**config.mk**
```make
export PLATFORM = sky130hd
export DESIGN_NAME = rti_queue
export DESIGN_NICKNAME = d
export VERILOG_FILES = /design/src/rti_pkg.sv /design/src/rti_queue.sv
export SDC_FILE = /design/constraint.sdc
export NUM_CORES = 1
export LEC_CHECK = 0
export ABC_AREA = 1
export BUFFER_PORTS_ARGS = -buffer_cell sky130_fd_sc_hd__buf_2
export CORE_MARGIN = 4
export CORE_UTILIZATION = 45
export DETAILED_ROUTE_END_ITERATION = 8
export MAX_ROUTING_LAYER = met4
export SKIP_CTS_REPAIR_TIMING = 1
export SKIP_LAST_GASP = 1
export SYNTH_ARGS = -nofsm -noshare
export SYNTH_HDL_FRONTEND = slang
export SYNTH_SLANG_ARGS = --single-unit
```
**constraint.sdc**
```tcl
create_clock -name clk -period 12.5 [get_ports clk]
set_clock_uncertainty 0.05 [all_clocks]
set_input_delay 1.875 -clock clk [delete_from_list [all_inputs] [get_ports clk]]
set_output_delay 1.875 -clock clk [all_outputs]
set_load 0.01 [all_outputs]
```
**src/rti_pkg.sv**
```systemverilog
`default_nettype none
package rti_pkg;

  // Coordinate format (signed fixed point)
  localparam int COORD_BITS = 16;
  localparam int FRAC_BITS  = 8;
  localparam int FIELD_W    = 3 * COORD_BITS;
  localparam int IN_W       = 5 * FIELD_W;

  // Input field slots in the word
  localparam int F_ORIGIN = 0;
  localparam int F_DIR    = 1;
  localparam int F_VA     = 2;
  localparam int F_VB     = 3;
  localparam int F_VC     = 4;

  // Datapath widths
  localparam int EW  = COORD_BITS + 1;  // edges and offsets
  localparam int CPW = 2 * EW;          // cross product terms
  localparam int CW  = CPW + 1;         // cross products
  localparam int DPW = EW + CW;         // dot product terms
  localparam int DW  = DPW + 2;         // dot products
  localparam int NW  = CW;              // normal components

  // Hit distance format and divider
  localparam int T_FRAC  = 16;
  localparam int DIST_W  = 32;
  localparam int QW      = DIST_W - 1;
  localparam int RW      = DW + QW;
  localparam int OUT_RAW = DIST_W + 3 * NW;
  localparam int OUT_W   = ((OUT_RAW + 7) / 8) * 8;

  // Configuration
  localparam int DMIN_W          = 20;
  localparam int CFG_DW          = 32;
  localparam int CFG_AW          = 3;
  localparam logic REG_DET_MIN   = 1'b0;
  localparam logic [DMIN_W-1:0] DET_MIN_RST = DMIN_W'(1);

  // Queue between front and back
  localparam int QDEPTH = 4;
  localparam int QPTR_W = $clog2(QDEPTH);

  typedef struct packed {
    logic                 hit;
    logic signed [DW-1:0] tn;
    logic [DW-1:0]        det;
    logic signed [NW-1:0] nx;
    logic signed [NW-1:0] ny;
    logic signed [NW-1:0] nz;
  } rti_job_t;

endpackage
`default_nettype wire

```
**src/rti_queue.sv**
```systemverilog
`default_nettype none
module rti_queue import rti_pkg::*; (
  input  logic     clk,
  input  logic     rst_n,
  input  logic     push_valid,
  input  rti_job_t push_job,
  output logic     full,
  output logic     pop_valid,
  input  logic     pop_ready,
  output rti_job_t pop_job
);

  rti_job_t            mem_r [QDEPTH];
  logic [QPTR_W-1:0]   wr_ptr_r, rd_ptr_r;
  logic [QPTR_W:0]     cnt_r;
  logic                push, pop;

  assign full      = (cnt_r == (QPTR_W+1)'(QDEPTH));
  assign pop_valid = (cnt_r != '0);
  assign push      = push_valid && !full;
  assign pop       = pop_valid && pop_ready;
  assign pop_job   = mem_r[rd_ptr_r];

  // pointers and fill count
  always_ff @(posedge clk) begin
    if (!rst_n) begin
      wr_ptr_r <= '0;
      rd_ptr_r <= '0;
      cnt_r    <= '0;
    end else begin
      if (push) wr_ptr_r <= wr_ptr_r + 1'b1;
      if (pop)  rd_ptr_r <= rd_ptr_r + 1'b1;
      if (push && !pop)      cnt_r <= cnt_r + 1'b1;
      else if (pop && !push) cnt_r <= cnt_r - 1'b1;
    end
  end

  // storage
  always_ff @(posedge clk) begin
    if (push) mem_r[wr_ptr_r] <= push_job;
  end

endmodule
`default_nettype wire

```
Yosys cells after proc, flatten, opt, wreduce, memory -nomap -nowiden
Memories as Yosys holds them, arrays and structs flattened. A register that Yosys moved wholly into a read port is not among the register bits.
Index checks and enable logic that the tools add are counted.
{"block": "totals", "regBits": 7, "ramBits": 856, "in_bits": 218, "output_inout_bits": 216, "elab_cells": 24, "mem_count": 1}
{"memory": "mem_r", "depth": 4, "word_bits": 214, "rd": 1, "rd_ports_with_merged_regs": 1, "wr": 1, "line_no": "rti_queue.sv:13", "rtl": "rti_job_t mem_r [QDEPTH];"}
{"block": "op_classes", "addsub": 4, "eq_ne": 1, "n_mux": 6, "n_reduce_logical": 9}
{"op": "2-to-1 mux 3 bit", "count": 2}
{"op": "adder 2 x 1 -> 2 bit (second input constant)", "count": 2}
{"op": "logical AND 1 bit", "count": 4}
{"op": "2-to-1 mux 2 bit", "count": 2}
{"op": "adder 3 x 1 -> 3 bit (second input constant)", "count": 1}
{"op": "equality test 3 bit (second input constant)", "count": 1}
{"op": "zero test 1 bit", "count": 3}
{"op": "nonzero test 3 bit", "count": 1}
{"op": "subtractor 3 x 1 -> 3 bit (second input constant)", "count": 1}
{"op": "2-to-1 mux 1 bit", "count": 2}
{"op": "nonzero test 2 bit", "count": 1}

Depth between registers and ports, before layout
{"block": "depth", "depth_word": 7, "depth_mapped": 13, "ltp_nobuf": 13}

Worst setup path before layout
No wires, ideal clock.
{"block": "synth_timing", "kind": "input to register", "from": "input push_valid", "to": "memory mem_r[0][0] (netlist bit), enable pin", "setup_ns": 0.792, "arrival_time_ns": 10.855, "required_time_ns": 11.658, "path_slack_ns": 0.803, "cell_stages": 2, "path_buffers": 0, "path_cell_list": "nand2_1 > nor2_1"}
{"block": "synth_between", "elab_chain_len": 3}
{"element": "start, declared", "line_no": "rti_queue.sv:5", "rtl": "input logic push_valid,"}
{"element": "logical AND 1 bit", "line_no": "rti_queue.sv:20", "rtl": "assign push = push_valid && !full;"}
{"element": "2-to-1 mux 1 bit", "line_no": "rti_queue.sv:40", "rtl": "if (push) mem_r[wr_ptr_r] <= push_job;"}
{"element": "2-to-1 mux 1 bit (implied by the code)", "line_no": "rti_queue.sv:40"}
{"element": "end, declared", "line_no": "rti_queue.sv:13"}
Every way passes these cells.

==> impl_summary.md <==
Timing
Derived from the worst setup path, the maximum achievable clock frequency is around 150 MHz. The final count of pins violating max slew is 0. Setup violations remaining at the end of the flow were counted as 0. Adding up every negative setup slack in the final design gives 0 ps. Setup repair after global routing left no endpoint under its margin. The final critical path time including I/O delays and setup is between 6000 and 7000 ps.

The share of the clock period used by the worst path is 0.5337. The final hold violation count is 0. The actual transition at the worst max-transition pin is ~1100 ps. The worst pin sits at a relative slew slack of 0.2601.

Synth
The share of the synthesized area in the top cell type is 0.8042. The number of warning messages in the yosys log is 0. The most used flip-flop cell after synthesis is sky130_fd_sc_hd__edfxtp_1. The dominant cell type by area after synthesis is sky130_fd_sc_hd__edfxtp_1.

Of the synthesized area, sequential elements account for 0.8098. After synthesis the netlist holds a flip-flop and latch count of 865. By area the synthesized netlist is led by sky130_fd_sc_hd__edfxtp_1, sky130_fd_sc_hd__nor2_1, sky130_fd_sc_hd__o22ai_1.

Sorting the synthesized cells by how often they occur yields sky130_fd_sc_hd__edfxtp_1, sky130_fd_sc_hd__nor2_1, sky130_fd_sc_hd__o21ai_1. In the synthesized netlist the async set-or-reset flop fraction comes to 0. The most frequent cell after synthesis is sky130_fd_sc_hd__edfxtp_1.

The number of unique standard cell types used by synthesis is 19. In this run, synthesis inferred 856 flip-flops with an integrated enable. Synthesis produced a netlist whose cell count is 2138. The synthesized net count is about 2400. The netlist area before placement is 31960 µm². Dividing the synthesized area by the synthesized cell count gives 14.95 µm².

Layout
The fraction of final layout cells with drive strength greater than 1 is 0.2264. The final instance area is 37830 µm². After the flow finishes, the layout carries non-filler instances totaling 3584.

The area growth from synthesis to layout is 18.34%. The core utilization of the finished layout is 0.5383. At the end of the flow, the number of nets in the layout was around 2800.

Floorplan
The effective utilization at floorplan is 0.4549. The full die area is approximately 75000 µm². The height of the chip is 274.5 µm. In this run the core area contains 97 standard-cell rows.

The floorplan core area is 70270 µm². The width of the die is between 200 and 300 µm. The count of pins on the block boundary is 434.

Flow run
Max-cap violations in this run came to 0.

Pwr
The static leakage power is 13.06 nW. Across the VDD grid, the largest voltage drop is 0.0001559 V. Power spread over the standard cell area amounts to 211.6 nW/µm².

Place
The congestion estimate from routability-driven global placement came to between 0.8 and 0.9. The count of buffers added on input and output ports is 433. The post-detailed-placement half-perimeter wirelength is 42520 µm. The placed instances occupy a cell area of 34880 µm². The number of cells in the design after placement is 3392.

Global route
The total track usage is 0.2024. The number of antenna violations at the first check in global routing is 26. The largest net degree at the start of global routing is between 150 and 200.

The number of global-route vias before repair came to 19260. The first global-routing pass estimated 114100 µm of wire. After global routing the overflow that remains totals 0.

Worst setup path
The highest net fanout along the worst path is 100. The worst-case reg-to-reg path depth is 6. The path type of the worst setup path is register to primary output. The end of the worst register-to-register path is mem_r[2][47]. The signal on the critical path passes through buf_4 > buf_4 > buf_4 > o21ai_0 > o22ai_1 > buf_2. The largest individual stage delay along the critical path comes from the cell sky130_fd_sc_hd__buf_4. The setup check on the worst reg-to-reg path leaves a slack of 9180 ps. The launching element type of the critical path is a register. The reg-to-reg startpoint is cnt_r[0].

At the worst endpoint, the arrival time is between 4000 and 5000 ps. The endpoint kind of the worst setup timing path is a primary output. For the worst setup path, the data required time is 10570 ps. The worst stage delay on the critical path is between 800 and 900 ps. The cell seen most often among critical-path stages is sky130_fd_sc_hd__buf_4.

Min path
In this run the most critical hold path is launched from rd_ptr_r[1]. The hold-critical path depth is 2. The type of the most critical hold path is register to register.

Clock tree
Clock-pin slew was measured on the worst setup and hold paths at 60 ps. Counting along the longest clock path gives a buffer depth of 3. In this run the clock root is driven by a sky130_fd_sc_hd__clkbuf_16.

The number of buffers created by CTS is 90. The number of H-tree levels is 3. The total clock sinks is 865. The later pin in the worst-skew pair is clocked with a latency of 630 ps. TritonCTS built the clock tree.

Route
The number of vias in the routed layout is 19430. The first-pass iteration count of the detailed router is 5. In the routed design, unresolved DRC markers number 0. Summed over all layers, the routed wires come to 76080 µm. The iteration-0 DRC count of the detailed router is 1560. Once detail routing completed, the nets flagged for antenna violations numbered 0. Using the TritonRoute via totals, the vias-per-cell ratio works out to 5.420. After detailed routing, the average wire length per cell comes to about 21 µm.

Outcome
The run finished with clean final reports.
==> registers in the layout, indices dropped and copies added, names as in the netlist, named ones only <==
name,count
mem_r,856
cnt_r,3
rd_ptr_r,2
wr_ptr_r,2
==> area by class of cell <==
class	count	area [µm²]
Fill cell	5735	32450
Clock buffer	109	2365
Tap cell	940	1176
Timing Repair Buffer	455	2370
Antenna cell	25	62.56
Clock inverter	58	518.0
Sequential cell	865	25890
Inverter	17	76.32
Multi-Input combinational cell	1115	5365
==> kinds of logic after synthesis <==
group                    after synthesis  share of synthesized area
flip-flops                           865                     0.8098
AO/OA/AOI/OAI                        646                     0.1095
AND/OR/NAND/NOR                      462                    0.05453
buffers and inverters                158                    0.02325
adder cells (fa/ha/maj)                6                   0.002584
XOR/XNOR                               1                  0.0002741
==> through the flow <==
| step | hold WS, ps | total power [W] | worst slack (ps) |
|---|---|---|---|
| after floorplan | 414.8 | 0.004826 | 803.1 |
| after global placement | 433.1 | 0.005489 | 6627 |
| after detailed placement | 434.9 | 0.005532 | 6521 |
| after CTS | 447.2 | 0.008105 | 5813 |
| after global routing | 503.8 | 0.008400 | 5433 |
| final | 449.2 | 0.008005 | 5829 |
==> layer usage <==
layer  GRT usage  vias up  routed length [µm]
met5           -        -                   0
met4     0.06380        0                2280
met3     0.05084      137                4819
met2      0.3283      525               37890
met1      0.2525     9777               31090
li1            -     8986                   -
==> report_power, final <==
part | total, W | leakage [nW] | switching [W] | internal (W)
registers | 0.00363 | 7.92 | 0.0000960 | 0.00353
clock network | 0.00257 | 1.40 | 0.00108 | 0.00148
logic | 0.00181 | 3.74 | 0.00126 | 0.000554
==> critical path: cells and delay by family (launching register included) <==
kind                   cells  cell delay [ps]
DFF                        1              840
AOI/OAI and AO/OA          2              480
buffers and inverters      4             2540
==> how the worst max path moves through the flow <==
stage / startpoint / depth (start not counted) / end / slack [ps]
5_1_grt: register / 6 / pop_job[105] / 5430
3_5_place_dp: register / 6 / pop_job[99] / 6520
6_report: register / 6 / pop_job[84] / 5830
2_1_floorplan: push_valid / 2 / mem_r[0][0] / 800
4_1_cts: register / 6 / pop_job[84] / 5810
3_3_place_gp: register / 6 / pop_job[111] / 6630
==> layout by cell type, fill, tap and decap left out <==
| cell | Yosys | final |
|---|---|---|
| sky130_fd_sc_hd__a21oi_1 | 3 | 3 |
| sky130_fd_sc_hd__buf_12 | 0 | 3 |
| sky130_fd_sc_hd__buf_2 | 78 | 433 |
| sky130_fd_sc_hd__buf_4 | 10 | 19 |
| sky130_fd_sc_hd__bufinv_16 | 0 | 6 |
| sky130_fd_sc_hd__clkbuf_1 | 51 | 16 |
| sky130_fd_sc_hd__clkbuf_16 | 0 | 91 |
| sky130_fd_sc_hd__clkbuf_8 | 0 | 2 |
| sky130_fd_sc_hd__clkinv_1 | 0 | 21 |
| sky130_fd_sc_hd__clkinv_16 | 0 | 2 |
| sky130_fd_sc_hd__clkinv_2 | 0 | 19 |
| sky130_fd_sc_hd__clkinv_4 | 0 | 1 |
| sky130_fd_sc_hd__clkinvlp_4 | 0 | 5 |
| sky130_fd_sc_hd__dfxtp_1 | 9 | 7 |
| sky130_fd_sc_hd__dfxtp_4 | 0 | 2 |
| sky130_fd_sc_hd__diode_2 | 0 | 25 |
| sky130_fd_sc_hd__edfxtp_1 | 856 | 856 |
| sky130_fd_sc_hd__fa_1 | 1 | 1 |
| sky130_fd_sc_hd__ha_1 | 5 | 5 |
| sky130_fd_sc_hd__inv_1 | 15 | 15 |
| sky130_fd_sc_hd__inv_16 | 0 | 2 |
| sky130_fd_sc_hd__inv_6 | 0 | 3 |
| sky130_fd_sc_hd__inv_8 | 0 | 1 |
| sky130_fd_sc_hd__nand2_1 | 15 | 15 |
| sky130_fd_sc_hd__nand3_1 | 4 | 4 |
| sky130_fd_sc_hd__nand3b_1 | 1 | 1 |
| sky130_fd_sc_hd__nor2_1 | 442 | 438 |
| sky130_fd_sc_hd__nor2_4 | 0 | 4 |
| sky130_fd_sc_hd__o21ai_0 | 214 | 214 |
| sky130_fd_sc_hd__o21ai_1 | 215 | 215 |
| sky130_fd_sc_hd__o22ai_1 | 214 | 214 |
| sky130_fd_sc_hd__xor2_1 | 1 | 1 |
(Power assumes the default switching activity.)
